[config.mk]
export PLATFORM = sky130hd
export DESIGN_NAME = tvs_front
export DESIGN_NICKNAME = d
export VERILOG_FILES = /design/src/tvs_pkg.sv /design/src/tvs_front.sv
export SDC_FILE = /design/constraint.sdc
export NUM_CORES = 1
export LEC_CHECK = 0
export BUFFER_PORTS_ARGS = -buffer_cell sky130_fd_sc_hd__clkbuf_2
export CORE_MARGIN = 2
export CORE_UTILIZATION = 44
export DETAILED_ROUTE_END_ITERATION = 10
export PLACE_DENSITY_LB_ADDON = 0.15
export SLEW_MARGIN = 10
export SYNTH_ARGS = -nofsm -noshare
export SYNTH_HDL_FRONTEND = slang
export SYNTH_SLANG_ARGS = --single-unit
[constraint.sdc]
create_clock -name clk_i -period 7.3 [get_ports clk_i]
set_input_delay 0.365 -clock clk_i [delete_from_list [all_inputs] [get_ports clk_i]]
set_output_delay 0.365 -clock clk_i [all_outputs]
set_load 0.05 [all_outputs]
[src/tvs_pkg.sv]
`timescale 1ns / 1ps
// ----------------------------------------------------------------------------
// tvs_pkg: shared types and constants
// Field widths, register map and the queued request type of the
// tetrahedron volume block.
// ----------------------------------------------------------------------------
package tvs_pkg;

  localparam int CoordW = 16;
  localparam int EdgeW  = 17;
  localparam int VolW   = 49;
  localparam int ConstW = 24;
  localparam int SizeW  = 22;
  localparam int AddrW  = 3;
  localparam int DataW  = 32;

  localparam logic [ConstW-1:0] InvVolReset = 24'd304535;

  // register index, taken from paddr[2]
  localparam logic RegInvVol = 1'b0;

  typedef struct packed {
    logic [8:0][EdgeW-1:0]  edges;
    logic [2:0][CoordW-1:0] cen;
  } tvs_item_t;

endpackage

[src/tvs_front.sv]
`timescale 1ns / 1ps
// ----------------------------------------------------------------------------
// tvs_front: request intake
// Forms the edge vectors and the floored centroid of each request and
// holds them in a register for the queue.
// ----------------------------------------------------------------------------
module tvs_front (
  input  logic                                     clk_i,
  input  logic                                     rst_ni,
  input  logic                                     in_valid_i,
  output logic                                     in_ready_o,
  input  logic [11:0][tvs_pkg::CoordW-1:0]         node_i,
  output logic                                     out_valid_o,
  input  logic                                     out_ready_i,
  output tvs_pkg::tvs_item_t                       out_item_o
);
  import tvs_pkg::*;

  logic      valid_q, valid_d;
  tvs_item_t item_q, item_d;
  logic signed [CoordW+1:0] sum;

  always_comb begin
    item_d = '0;
    sum    = '0;
    for (int r = 0; r < 3; r++) begin
      for (int c = 0; c < 3; c++) begin
        item_d.edges[r*3+c] = EdgeW'($signed(node_i[r*3+c])) - EdgeW'($signed(node_i[9+c]));
      end
    end
    for (int c = 0; c < 3; c++) begin
      sum = (CoordW+2)'($signed(node_i[c])) + (CoordW+2)'($signed(node_i[3+c]))
          + (CoordW+2)'($signed(node_i[6+c])) + (CoordW+2)'($signed(node_i[9+c]));
      item_d.cen[c] = CoordW'(sum >>> 2);
    end
  end

  assign in_ready_o = !valid_q || out_ready_i;

  always_comb begin
    valid_d = valid_q;
    if (in_ready_o) begin
      valid_d = in_valid_i;
    end
  end

  always_ff @(posedge clk_i or negedge rst_ni) begin
    if (!rst_ni) begin
      valid_q <= 1'b0;
    end else begin
      valid_q <= valid_d;
    end
  end

  always_ff @(posedge clk_i) begin
    if (in_ready_o && in_valid_i) begin
      item_q <= item_d;
    end
  end

  assign out_valid_o = valid_q;
  assign out_item_o  = item_q;

endmodule

==> impl_metrics.tcl <==
set metrics [dict create \
    status "finished clean" \
    comb_power_share_pct 46.7 \
    start_util_pct 44.8 \
    p_seq_share_pct 30.3 \
    cts.sink_count 202 \
    tritoncts.num_buffers 25 \
    p_sw_share_pct 41.2 \
    startpoint_type "input port" \
    multi_input_area_mm2 0.0101 \
    dp_hpwl_mm 38.0 \
    drt_iter0_drc 620 \
    preCtsSetupSlack_ns 3.09 \
    die_h_um 203 \
    drt.antenna.violating_nets 0 \
    regArea_mm2 0.00606 \
    post_cts_resized 0 \
    ys_types 67 \
    grt_overflow 0 \
    clock_tree.buffer_depth 3 \
    ys_ff_latch 202 \
    fin_skew_ns 0.0112 \
    crit_chain "clkbuf_2, inv_1, fa_1, inv_1, fa_1, and3b_1, fa_1, a21o_1, a21oi_1, o21ai_0, a311oi_1, o21ai_0, a21oi_1, xnor2_1" \
    slew_viol_final 0 \
    hold_path.class "in -> reg" \
    track_usage_pct 22.2 \
    hold_viol 0 \
    grt_pass1_vias 14300 \
    core_area_mm2 0.0388 \
    grt_pass1_wl_mm 72.1 \
    synth_ff_type "edfxtp_1" \
    r2r-start "out_valid_o" \
    critPathKind "in -> reg" \
    clk_pin_slew_ns 0.06 \
    fin_crit_ns 3.68 \
    ys_seq_area_share_pct 34.8 \
    cap_viol_max_count 0 \
    syn_area_mm2 0.0174 \
    cp.required_ns 7.57 \
    first_pass_iters 5 \
    grt_start_max_net_pins 73 \
    drive_above_1_share_pct 20.9 \
    end_kind "flop" \
    p_per_area_mw_per_mm2 261 \
    cp_slowest_stage_delay_ns 0.57 \
    cts_tree "yes" \
    vias_per_cell 5.21 \
    slew_headroom_pct 32.6 \
    postLayoutCoreUtil_pct 53.7 \
    syn_nets 2208 \
    synth_cells 1715 \
    power.internal_mw 3.20 \
    p_clk_share_pct 23.0 \
    fmax_mhz 272 \
    port_buffers 398 \
    syn_to_final_growth_pct 19.9 \
    rrSetupSlack_ns 4.66 \
    drc_errors 0 \
    totalWireLength_mm 46.0 \
    setup_tns_ns 0 \
    irDropWorstVdd_v 0.000162 \
    root_buffer "clkbuf_16" \
    crit_top_cell "fa_1" \
    rows 72 \
    p_sw_mw 2.25 \
    rsz0062_at_grt "no" \
    die_x_um 203 \
    antenna_found_initial 2 \
    io_pins 399 \
    wire_per_inst_um 17.2 \
    ys_warn_count 0 \
    postSynthAreaPerCell_um2 10.1 \
    final_common_cell "clkbuf_2" \
    hp-start "in_valid_i" \
    vias 13900 \
    clk_latency_ns 0.53 \
    dieArea_mm2 0.0412 \
    holdWs_ns 0.0575 \
    async_flop_share_pct 0.495 \
    crit_slowest_cell "a311oi_1" \
    synth_edf_count 201 \
    worst_pin_slew_ns 1.01 \
    path_max_fanout 3 \
    timing.final.crit_share_pct 50.4 \
    mostFrequentLayoutCells "clkbuf_2, inv_1, edfxtp_1, ha_1, a21oi_1" \
    arrival_ns 3.95 \
    final_nets 2633 \
    crit_path_start "node_i[33]" \
    fin_ws_ns 3.62 \
    p_leak_nw 10.1 \
    n_antenna_cell 0 \
    setup_violations 0 \
    cts.htree.levels 1 \
    fill_cells 3590 \
    gp_congestion 0.916 \
]
sequential cells by signal, summed over array words and instances (netlist names):
name,cells
out_item_o,201
out_valid_o,1
power groups by stage:
stage                     sequential, mW  clock (mW)  combinational (mW)
after global placement              1.67           0                2.50
after global routing                1.67        1.34                2.79
after floorplan                     2.31           0                1.29
after CTS                           1.65        1.30                2.55
after detailed placement            1.67           0                2.53
final                               1.65        1.25                2.54
worst paths after layout:
path,to,cells past startpoint
hold reg to reg,out_valid_o,2
setup / recovery,out_item_o[47],14
max in group asynchronous,out_valid_o,2
hold / removal,out_valid_o,2
setup reg to reg,out_item_o[191],3
min in group asynchronous,out_valid_o,2
per-stage QoR:
| step | power [mW] | area [um^2] | instances |
|---|---|---|---|
| 2_1_floorplan | 3.60 | 17400 | 1715 |
| 3_3_place_gp | 4.17 | 20000 | 2630 |
| 3_5_place_dp | 4.20 | 20000 | 2630 |
| 4_1_cts | 5.50 | 20900 | 2673 |
| 5_1_grt | 5.79 | 20900 | 2673 |
| 6_report | 5.45 | 20900 | 2673 |
layer usage:
metal  up-vias  track usage [%]  routed length, um
met5         -            0.595                 52
met4         6             6.96               1310
met3        76             4.99               3440
met2       427             38.4              22100
met1      6625             27.7              19200
li1       6791                -                  -
kinds of logic after synthesis:
family                   synth area share (%)
flip-flops                               34.8
AO/OA/AOI/OAI                            15.1
AND/OR/NAND/NOR                          9.45
multiplexers                            0.173
adder cells (fa/ha/maj)                  26.0
buffers and inverters                    7.40
XOR/XNOR                                 7.05
cell usage after synthesis (3+ instances only):
master | instances | area (um^2)
o21bai_1 | 14 | 105
a311oi_1 | 4 | 35.0
and2_1 | 11 | 68.8
o311ai_0 | 4 | 35.0
nor3b_1 | 4 | 30.0
nand3_1 | 22 | 110
a21o_1 | 36 | 270
o21ai_0 | 80 | 400
a211oi_1 | 10 | 75.1
a211o_1 | 4 | 35.0
mux2i_1 | 3 | 30.0
or3_1 | 8 | 50.1
nor2_1 | 102 | 383
a31oi_1 | 21 | 131
o41ai_1 | 4 | 35.0
o21a_1 | 37 | 278
o31a_1 | 10 | 87.6
ha_1 | 189 | 2360
a21boi_0 | 11 | 82.6
nor3_1 | 34 | 170
or2_2 | 3 | 18.8
xnor2_1 | 104 | 911
xor2_1 | 36 | 315
a21bo_2 | 3 | 30.0
and3_1 | 16 | 100
nand2_1 | 46 | 173
nor4_1 | 5 | 31.3
inv_1 | 340 | 1280
nand2b_1 | 25 | 156
edfxtp_1 | 201 | 6040
o31ai_1 | 7 | 52.6
nand4_1 | 6 | 37.5
a2111oi_2 | 3 | 45.0
nand3b_1 | 7 | 52.6
a21oi_1 | 115 | 576
a31o_2 | 6 | 52.6
o211ai_1 | 8 | 60.1
fa_1 | 108 | 2160
nor2b_1 | 31 | 194
worst max-delay path, delay by kind of cell:
kind                     cells  cell delay, ns
AO/OA/AOI/OAI                6            1.61
XOR/XNOR                     1            0.08
adder cells (fa/ha/maj)      3            1.44
buffers and inverters        3            0.23
AND/OR/NAND/NOR              1            0.22
area by class of cell:
type / instances / area share [%]
Multi-Input combinational cell: 1170 / 48.2
Sequential cell: 202 / 29.1
Timing Repair Buffer: 401 / 9.67
Inverter: 340 / 6.12
Clock buffer: 31 / 3.11
Tap cell: 518 / 3.11
Clock inverter: 11 / 0.726
timing repair:
item,in CTS,in global routing
hold endpoints to repair,1,0
buffers inserted,0,0
hold buffers,1,0
(Power assumes the default switching activity.)
