`src/tvs_pkg.sv`:
```
`timescale 1ns / 1ps
// ----------------------------------------------------------------------------
// tvs_pkg: shared types and constants
// Field widths, register map and the queued request type of the
// tetrahedron volume block.
// ----------------------------------------------------------------------------
package tvs_pkg;

  localparam int CoordW = 16;
  localparam int EdgeW  = 17;
  localparam int VolW   = 49;
  localparam int ConstW = 24;
  localparam int SizeW  = 22;
  localparam int AddrW  = 3;
  localparam int DataW  = 32;

  localparam logic [ConstW-1:0] InvVolReset = 24'd304535;

  // register index, taken from paddr[2]
  localparam logic RegInvVol = 1'b0;

  typedef struct packed {
    logic [8:0][EdgeW-1:0]  edges;
    logic [2:0][CoordW-1:0] cen;
  } tvs_item_t;

endpackage

```
`src/tvs_fifo.sv`:
```
`timescale 1ns / 1ps
// ----------------------------------------------------------------------------
// tvs_fifo: two-entry request queue
// Decouples the intake from the arithmetic pipeline.
// ----------------------------------------------------------------------------
module tvs_fifo (
  input  logic               clk_i,
  input  logic               rst_ni,
  input  logic               push_valid_i,
  output logic               push_ready_o,
  input  tvs_pkg::tvs_item_t push_item_i,
  output logic               pop_valid_o,
  input  logic               pop_ready_i,
  output tvs_pkg::tvs_item_t pop_item_o
);
  import tvs_pkg::*;

  tvs_item_t  mem_q [2];
  logic       wptr_q, wptr_d, rptr_q, rptr_d;
  logic [1:0] cnt_q, cnt_d;
  logic       push, pop;

  assign push_ready_o = (cnt_q != 2'd2);
  assign pop_valid_o  = (cnt_q != 2'd0);
  assign push = push_valid_i && push_ready_o;
  assign pop  = pop_ready_i && pop_valid_o;
  assign pop_item_o = mem_q[rptr_q];

  always_comb begin
    wptr_d = wptr_q ^ push;
    rptr_d = rptr_q ^ pop;
    cnt_d  = cnt_q + 2'(push) - 2'(pop);
  end

  always_ff @(posedge clk_i or negedge rst_ni) begin
    if (!rst_ni) begin
      wptr_q <= 1'b0;
      rptr_q <= 1'b0;
      cnt_q  <= 2'd0;
    end else begin
      wptr_q <= wptr_d;
      rptr_q <= rptr_d;
      cnt_q  <= cnt_d;
    end
  end

  always_ff @(posedge clk_i) begin
    if (push) begin
      mem_q[wptr_q] <= push_item_i;
    end
  end

endmodule

```
`config.mk`:
```
export PLATFORM = sky130hd
export DESIGN_NAME = tvs_fifo
export DESIGN_NICKNAME = d
export VERILOG_FILES = /design/src/tvs_pkg.sv /design/src/tvs_fifo.sv
export SDC_FILE = /design/constraint.sdc
export NUM_CORES = 1
export LEC_CHECK = 0
export BUFFER_PORTS_ARGS = -buffer_cell sky130_fd_sc_hd__buf_2
export CAP_MARGIN = 0
export CORE_ASPECT_RATIO = 0.6
export CORE_MARGIN = 5
export CORE_UTILIZATION = 40
export DETAILED_ROUTE_END_ITERATION = 10
export PLACE_DENSITY = 0.75
export SLEW_MARGIN = 30
export SYNTH_ARGS = -nofsm -noshare
export SYNTH_HDL_FRONTEND = slang
export SYNTH_SLANG_ARGS = --single-unit
```
`constraint.sdc`:
```
create_clock -name clk_i -period 6.5 [get_ports clk_i]
set_clock_uncertainty 0.15 [all_clocks]
set_input_delay 0.325 -clock clk_i [delete_from_list [all_inputs] [get_ports clk_i]]
set_output_delay 0.325 -clock clk_i [all_outputs]
set_load 0.05 [all_outputs]
```
==> run metrics, run 1 <==
crit share post-route 48.2%; Ports 408; synthesis warning total 0; PD cells 494 nW/um2; PortBufs 407; count of pins over their slew limit 0; Comb power frac 42.5%; RSZ-0062 raised after global routing no; Longest Clk Path Bufs 3; largest net degree at the start of global routing 108; status finished clean; crit path max-delay cell type dfrtp_4; most common cell after layout, fill and taps aside buf_2; post-CTS setup buffers 0; Sink Count 406; via-per-instance ratio 4.72; Setup TNS 0 ps; residual DRC count 0; share of layout cells above drive strength 1 51.0%; first-pass GRT wire length 53,900 um; min-delay worst type input pin to flop; crit start category flop; DP Wirelength 21,400 um; CP Capture Type output pin; Critical Path Max Stage Delay 660 ps; area leader, netlist edfxtp_1; final antenna-violating net count 0; gr usage total 16.6%; NetSw 0.00424 W; CTS buffer count 39; Slew headroom 44.5%; FP Rows 54; CP Max Fanout 47; root buf cell clkbuf_16; worst path cell trace buf_4, buf_16, mux2_2, buf_2; Internal 0.00590 W; power share of the sequential group 36.8%; Placer Congestion 0.769; initial core utilization 40.6%; DIE AREA 41,000 um2; syn avg cell area 22.8 um2; vias post-DR 8,459; crit path DAT 2660 ps; top cells by area, synth edfxtp_1 82%, mux2_2 15%, buf_6 0.69%, dfrtp_1 0.68%, buf_4 0.56%; Max Cap Violations 0; syn_nets 855; minimum clock period 3130 ps; FMAX 319 MHz; Die H 159 um; most frequent cells in the layout 407 x buf_2, 402 x edfxtp_1, 204 x dlygate4sd3_1, 201 x mux2_2, 39 x clkbuf_16; CTS clk-pin slew, worst paths 60 ps; drt pass-1 iters 4; switching share of total power 41.8%; synthesis-stage register bit count 406; count of cell types in the netlist 21; H-tree Lvls 2; WP data required 6020 ps; share of the synthesized area in the top cell type 81.8%; Seq/Total Area, Yosys 82.5%; peak supply drop 0.000301 V; clock share of power 20.6%; reg2reg setup slack 3810 ps; Die Wd 258 um; mapped cell area 14,800 um2; post-cts resize count 0; endpoints failing hold 0; First DRT Iteration DRCs 471; final setup violation count 0; vias in the first global route 9,386; remaining global-route overflow 0; Cells after Synth 648; Power Total 0.0101 W; CTS tree built; initial antenna violation count 3; Lkg Pwr 7.70 nW; Routed Wire Length 35,300 um; Nets 1,494; insertion delay to the later sink of the worst-skew pair 530 ps; worst-margin pin slew 832 ps; critical path class flop to output pin; core area 36,300 um2; wire per inst 19.7 um; Layout area overhead 39.3%
[final cells by class]
class,instances,area [um2]
tap,476,596
sequential,406,12200
inverter,2,7.51
timing repair buffer,620,4220
multi-input combinational,218,2400
fill,2760,15800
clock buffer,49,1010
antenna,3,7.51
clock inverter,20,135
[cell usage after synthesis (all sizes together)]
library cell and n:
nand2 1, and2 1, a211oi 1, or2 1, o21ai 1, nor2b 1
edfxtp 402, nand3 1, buf 22, and3 1, nor2 2, dfrtp 4
a21bo 1, nand2b 1, inv 2, a32oi 1, ha 2, mux2 201
xnor2 2
[path summary, 6_finish.rpt]
kind                         startpoint              end  depth (start not counted)
max                              rptr_q  pop_item_o[135]                          4
min                        push_valid_i         cnt_q[0]                          4
max reg2reg                    cnt_q[0]    mem_q[1][161]                          3
min reg2reg                    cnt_q[0]         cnt_q[0]                          1
max in group asynchronous        rst_ni           rptr_q                          3
min in group asynchronous        rst_ni           rptr_q                          3
[worst max-delay path, delay by kind of cell, from the launching register on]
family | cells | cell delay (ps)
buffers and inverters | 3 | 1000
DFF | 1 | 660
muxes | 1 | 390
[flip-flops by register name, indices dropped and copies added, names as in the netlist]
name	flops
cnt_q	2
mem_q	402
rptr_q	1
wptr_q	1
[cell families (layout without fill, tap and decap cells)]
kind of cell / after synthesis / after routing / share of synthesized area (%)
multiplexers: 201 / 201 / 15.3
adder cells (fa/ha/maj): 2 / 2 / 0.170
AND/OR/NAND/NOR: 9 / 9 / 0.322
AO/OA/AOI/OAI: 4 / 4 / 0.212
other: 0 / 3 / 0
buffers and inverters: 24 / 691 / 1.37
XOR/XNOR: 2 / 2 / 0.119
flip-flops: 406 / 406 / 82.5
[power groups by stage]
| stage | Combinational (W) | Clock, W | Sequential (W) |
|---|---|---|---|
| after floorplan | 0.00333 | 0 | 0.00385 |
| after global placement | 0.00418 | 0 | 0.00376 |
| after detailed placement | 0.00421 | 0 | 0.00379 |
| after CTS | 0.00433 | 0.00216 | 0.00374 |
| after global routing | 0.00449 | 0.00230 | 0.00378 |
| final | 0.00432 | 0.00209 | 0.00373 |
[timing repair]
item	4_1_cts	5_1_grt
hold buffers	204	0
setup endpoints to repair	0	0
endpoints found under the hold margin	407	0
[through the flow]
stage               hold slack (ps)  std cells  instance area (um2)  worst slack [ps]  util, %
finish                          132       1794                20600              3370     56.5
global route                    135       1794                20600              3240     56.5
CTS                            95.7       1790                20500              3330     56.4
detailed placement             1.68       1517                17300              3620     47.7
global placement               6.27       1516                17300              3640     47.6
floorplan                      -121        648                14800              39.5        -
[layer usage]
layer | routed length [um] | up-vias | global-route usage [%]
met2 | 18500 | 266 | 29.6
met4 | 766 | 0 | 4.32
li1 | - | 3881 | -
met3 | 2490 | 62 | 5.06
met5 | 0 | - | 0
met1 | 13600 | 4250 | 19.7
Power figures use the tool's default switching activity.
==> run 2, diff against run 1 <==
ABC_AREA = 1   (was not set)
PLACE_DENSITY = 0.73   (was 0.75)
clock period = 2.92 ns   (was 6.5 ns; I/O delays follow)
==> run 2 against run 1 <==
  * Clock power rose to 2.5 times the previous value
  * Highest routed layer is now met5
  * Critical path depth rose by 7
  * Non-clock buffer count rose by 7
  * Register-to-register slack got worse by 3700 ps
  * Wire length rose by 9.3%
  * Largest power group unchanged
  * Cell area grew 1.8%
  * Synthesized area rose by 0.16%
  * Final cell count rose by 23%
  * First-iteration DRC count grew 49%
  * Combinational power grew to 2.6 times the previous value
  * Power grew 140%
  * Sequential share of layout area is 1.0 points lower
==> run metrics, run 2 <==
gr usage total 18.2%; CP Capture Type flop; most frequent cells in the layout 611 x nand2_1, 406 x buf_2, 402 x edfxtp_1, 207 x dlygate4sd3_1, 40 x clkbuf_16; endpoints failing hold 0; Lkg Pwr 8.92 nW; CTS tree built; PD cells 1190 nW/um2; Slew headroom 58.6%; root buf cell clkbuf_16; Sink Count 406; first-pass GRT wire length 59,800 um; Regs by FF count mem_q x402, cnt_q x2; share of the synthesized area in the top cell type 81.7%; residual DRC count 0; count of cell types in the netlist 12; Largest register FFs 402; final worst slack 149 ps; final setup violation count 0; count leader, synth nand2_1; setup slack after placement 804 ps; area leader, netlist edfxtp_1; status finished clean; Synth Flop Type edfxtp_1; Top reg by flops mem_q; count of pins over their slew limit 0; worst-margin pin slew 621 ps; FP Rows 54; Layout area overhead 41.5%; CP Max Fanout 5; Reg area 12,200 um2; Longest Clk Path Bufs 3; insertion delay to the later sink of the worst-skew pair 520 ps; peak supply drop 0.000868 V; CTS clk-pin slew, worst paths 70 ps; final antenna-violating net count 0; Die Wd 258 um; remaining global-route overflow 0; CP startpoint cnt_q[1]; post-layout util 57.4%; Nets 1,912; Max Cap Violations 0; core area 36,400 um2; drt pass-1 iters 5; post-cts resize count 0; RSZ-0062 raised after global routing no; syn_nets 1,288; DP Wirelength 23,600 um; FMAX 361 MHz; Die H 159 um; Seq/Total Area, Yosys 82.3%; vias post-DR 10,400; syn avg cell area 13.7 um2; wire per inst 17.5 um; post-CTS setup buffers 0; crit share post-route 94.9%; via-per-instance ratio 4.71; CTS buffer count 39; vias in the first global route 11,000; top cells by area, synth edfxtp_1 82%, nand2_1 16%, buf_2 1.4%, dfrtp_1 0.68%, inv_1 0.23%; initial antenna violation count 5; reg2reg start cnt_q[1]; DIE AREA 41,000 um2; Routed Wire Length 38,600 um; async set-reset flop share out of synthesis 0.985%; Cells after Synth 1,081; critical path class flop to flop; crit path DAT 3020 ps; WP data required 3170 ps; Hold Startpoint push_item_i[33]; minimum clock period 2770 ps; most common cell after layout, fill and taps aside nand2_1; synthesis warning total 0; Placer Congestion 0.817; First DRT Iteration DRCs 703; crit start category flop; commonest cells in the netlist 613 x nand2_1, 402 x edfxtp_1, 41 x buf_2; Multi-input gate area 2390 um2; initial core utilization 40.6%; share of layout cells above drive strength 1 27.8%; Ports 408; min-delay worst type input pin to flop; mapped cell area 14,800 um2; H-tree Lvls 2; largest net degree at the start of global routing 114; number of synthesized flops with an enable pin 402; PortBufs 407; # fillers 2,745; synthesis-stage register bit count 406
-- run 2: area by class of cell --
cell class,count,share of cell area [%]
flip-flops and latches,406,58.2
clock inverters,21,1.51
clock buffers,47,4.91
repair buffers,627,20.8
inverters,10,0.203
well taps,476,2.85
multi-input cells,621,11.4
diodes,4,0.0479
-- run 2: what timing repair did --
action                     CTS  global route
hold endpoints to repair   410             0
setup endpoints to repair    0             0
hold buffers               207             0
-- run 2: path summary, 6_finish.rpt --
check | end | slack, ps | cells past startpoint
max | cnt_q[1] | 150 | 11
min | mem_q[0][33] | 190 | 2
max reg2reg | cnt_q[1] | 150 | 11
min reg2reg | cnt_q[0] | 440 | 1
max in group asynchronous | rptr_q | 1980 | 3
min in group asynchronous | wptr_q | 410 | 3
-- run 2: critical path, stage by stage, from the launching register on --
cell           delay (ps)
dfrtp_1               460
o21ai_0               340
nand2_1                90
nand2_1                70
ha_1                  160
inv_1                  50
nand2_1                60
nand2_1                60
nand3_1                70
dlygate4sd3_1         540
nand2_1                50
dlygate4sd3_1         550
-- run 2: per-stage QoR --
step	total power [W]	instance area [um2]	TNS [ps]	cells	hold WS, ps
6_report	0.0248	20900	0	2212	190
4_1_cts	0.0250	20900	0	2208	145
3_3_place_gp	0.0193	17500	0	1933	-174
3_5_place_dp	0.0194	17500	0	1933	-172
2_1_floorplan	0.0165	14800	-467180	1081	-300
5_1_grt	0.0260	20900	0	2211	165
-- run 2: power breakdown --
group          internal, W  leakage (nW)  total [W]  switching (W)
Combinational      0.00226          4.50     0.0112        0.00889
Clock              0.00322         0.645    0.00531        0.00209
Sequential         0.00796          3.78    0.00837       0.000406
Total               0.0134          8.92     0.0248         0.0114
-- run 2: logic make-up after synthesis --
family	Yosys count	share of synthesized area [%]
AOI/OAI and AO/OA	1	0.0338
xor gates and xnor gates	1	0.0593
adders and majority gates	2	0.169
buffers and inverters	54	1.72
DFF	406	82.3
and+or+nand+nor	617	15.7
-- run 2: per-layer routing --
metal	share of wire (%)	global-route usage [%]	wire [um]	vias up
met3	7.3	4.76	2820	69
met4	2.2	4.92	851	2
met2	51	32.5	19800	407
met5	0.031	0	12	-
li1	-	-	-	4904
met1	39	21.9	15100	5032
==> run 3, diff against run 2 <==
--- a/constraint.sdc
+++ b/constraint.sdc
@@ -3,3 +3,3 @@
 set_input_delay 0.146 -clock clk_i [delete_from_list [all_inputs] [get_ports clk_i]]
 set_output_delay 0.146 -clock clk_i [all_outputs]
-set_load 0.05 [all_outputs]
+set_load 0.01 [all_outputs]
==> run 3 against run 2 <==
  * Maximum frequency increased by 0.56%
  * Clock power shrank 5.1%
  * Die area did not move
  * Via count fell by 0.80%
  * Power is 20% lower
  * Core utilization down 0.33 points
  * Clock-buffer cell count decreased by 5
  * Sequential power fell by 1%
  * Critical path type unchanged
  * Highest routed layer is now met4
==> run metrics, run 3 (same netlist as run 2, synthesis figures left out) <==
crit path capture cnt_q[1]; PortBufs 407; vias post-DR 10,300; worst-margin pin slew 785 ps; Die Wd 258 um; H-tree Lvls 2; Die H 159 um; final antenna-violating net count 0; Longest Clk Path Bufs 3; post-cts resize count 0; via-per-instance ratio 4.67; crit path DAT 3000 ps; Sink Count 406; residual DRC count 0; Largest register FFs 402; Layout area overhead 40.7%; minimum clock period 2760 ps; CTS buffer count 37; CTS clk-pin slew, worst paths 60 ps; met1 GRT Util 22.5%; # fillers 2,766; min-delay worst type input pin to flop; critical path class flop to flop; GRT Max-Usage Layer met2; drt pass-1 iters 5; reg2reg setup slack 160 ps; worst reg2reg path endpoint cnt_q[1]; crit share post-route 94.4%; RSZ-0062 raised after global routing no; root buf cell clkbuf_16; Placer Congestion 0.817; DP Wirelength 23,400 um; largest net degree at the start of global routing 135; Max Cap Violations 0; Regs by FF count mem_q x402, cnt_q x2; Top reg by flops mem_q; FP Rows 54; share of layout cells above drive strength 1 28.1%; gr usage total 18.3%; PD cells 961 nW/um2; remaining global-route overflow 0; CP startpoint cnt_q[0]; status finished clean; Worst path most repeated cell nand2_1; met3 capacity usage during global routing 4.63%; Ports 408; Slew headroom 47.6%; peak supply drop 0.000825 V; most frequent cells in the layout 611 x nand2_1, 407 x buf_2, 402 x edfxtp_1, 207 x dlygate4sd3_1, 39 x clkbuf_16; DIE AREA 41,000 um2; Lkg Pwr 8.88 nW; wire per inst 17.4 um; most common cell after layout, fill and taps aside nand2_1; initial core utilization 40.6%; worst path cell trace buf_4, nor2_1, nor2_1, nand2_1, nand2_1, ha_1, nand2_1, nand2_1, nand3_1, dlygate4sd3_1, nand2_1, dlygate4sd3_1; Routed Wire Length 38,600 um; WP data required 3160 ps; Critical Path Max Stage Delay 550 ps; endpoints failing hold 0; initial antenna violation count 2; crit path max-delay cell type dlygate4sd3_1; first-pass GRT wire length 60,200 um; M2 GR Usage 32.6%; FMAX 363 MHz; insertion delay to the later sink of the worst-skew pair 510 ps; Power Total 0.0200 W; Nets 1,913; CTS tree built; CP Capture Type flop; count of pins over their slew limit 0; core area 36,400 um2; Reg2Reg Depth 12; final setup violation count 0; reg2reg start cnt_q[0]; vias in the first global route 10,900; post-layout util 57.1%; CP Max Fanout 4; crit start category flop; First DRT Iteration DRCs 715
-- run 3: per-stage QoR --
step                area (um2)  cells  TNS [ps]  worst slack, ps  hold WS, ps
floorplan                14800   1081   -431860            -1220         -300
CTS                      20800   2207         0              241          157
global route             20800   2210         0             4.52          168
global placement         17400   1935         0              930         -193
finish                   20800   2210         0              165          197
detailed placement       17400   1935         0              903         -187
-- run 3: worst min path at each step --
stage	startpoint	end	slack (ps)	cells after the start
6_report	push_item_i[66]	mem_q[1][66]	200	2
5_1_grt	push_item_i[66]	mem_q[1][66]	170	2
4_1_cts	push_item_i[115]	mem_q[0][115]	160	2
3_5_place_dp	rst_ni	cnt_q[1]	-190	1
3_3_place_gp	rst_ni	cnt_q[1]	-190	1
2_1_floorplan	rst_ni	cnt_q[0]	-300	0
-- run 3: power breakdown --
group          leakage (nW)  internal [W]  switching (W)  total [W]
Clock                 0.606       0.00297        0.00207    0.00504
Sequential             3.78       0.00796       0.000306    0.00827
Combinational          4.49       0.00221        0.00446    0.00667
Total                  8.88        0.0131        0.00683     0.0200
-- run 3: cell type report --
class	count	area (um2)	share of cell area [%]
inverters	10	42.5	0.205
clock inverters	23	275	1.32
repair buffers	630	4330	20.8
flip-flops and latches	406	12200	58.5
clock buffers	42	987	4.75
multi-input cells	621	2390	11.5
well taps	476	596	2.86
diodes	2	5.00	0.0241
-- run 3: repair_timing --
action | 4_1_cts | 5_1_grt
hold endpoints to repair | 410 | 0
buffers inserted | 0 | 1
hold buffers | 207 | 0
endpoints found under the setup margin | 0 | 1
-- run 3: routing by layer --
metal	up-vias	share of wire (%)
met5	-	0
met4	0	2.0
met3	67	7.3
met2	399	51
met1	4966	39
li1	4899	-
-- run 3: critical path, delay by kind of cell (launching register included) --
family | cells | cell delay (ps)
adders and majority gates | 1 | 200
buffers and inverters | 3 | 1250
DFF | 1 | 420
and+or+nand+nor | 8 | 620
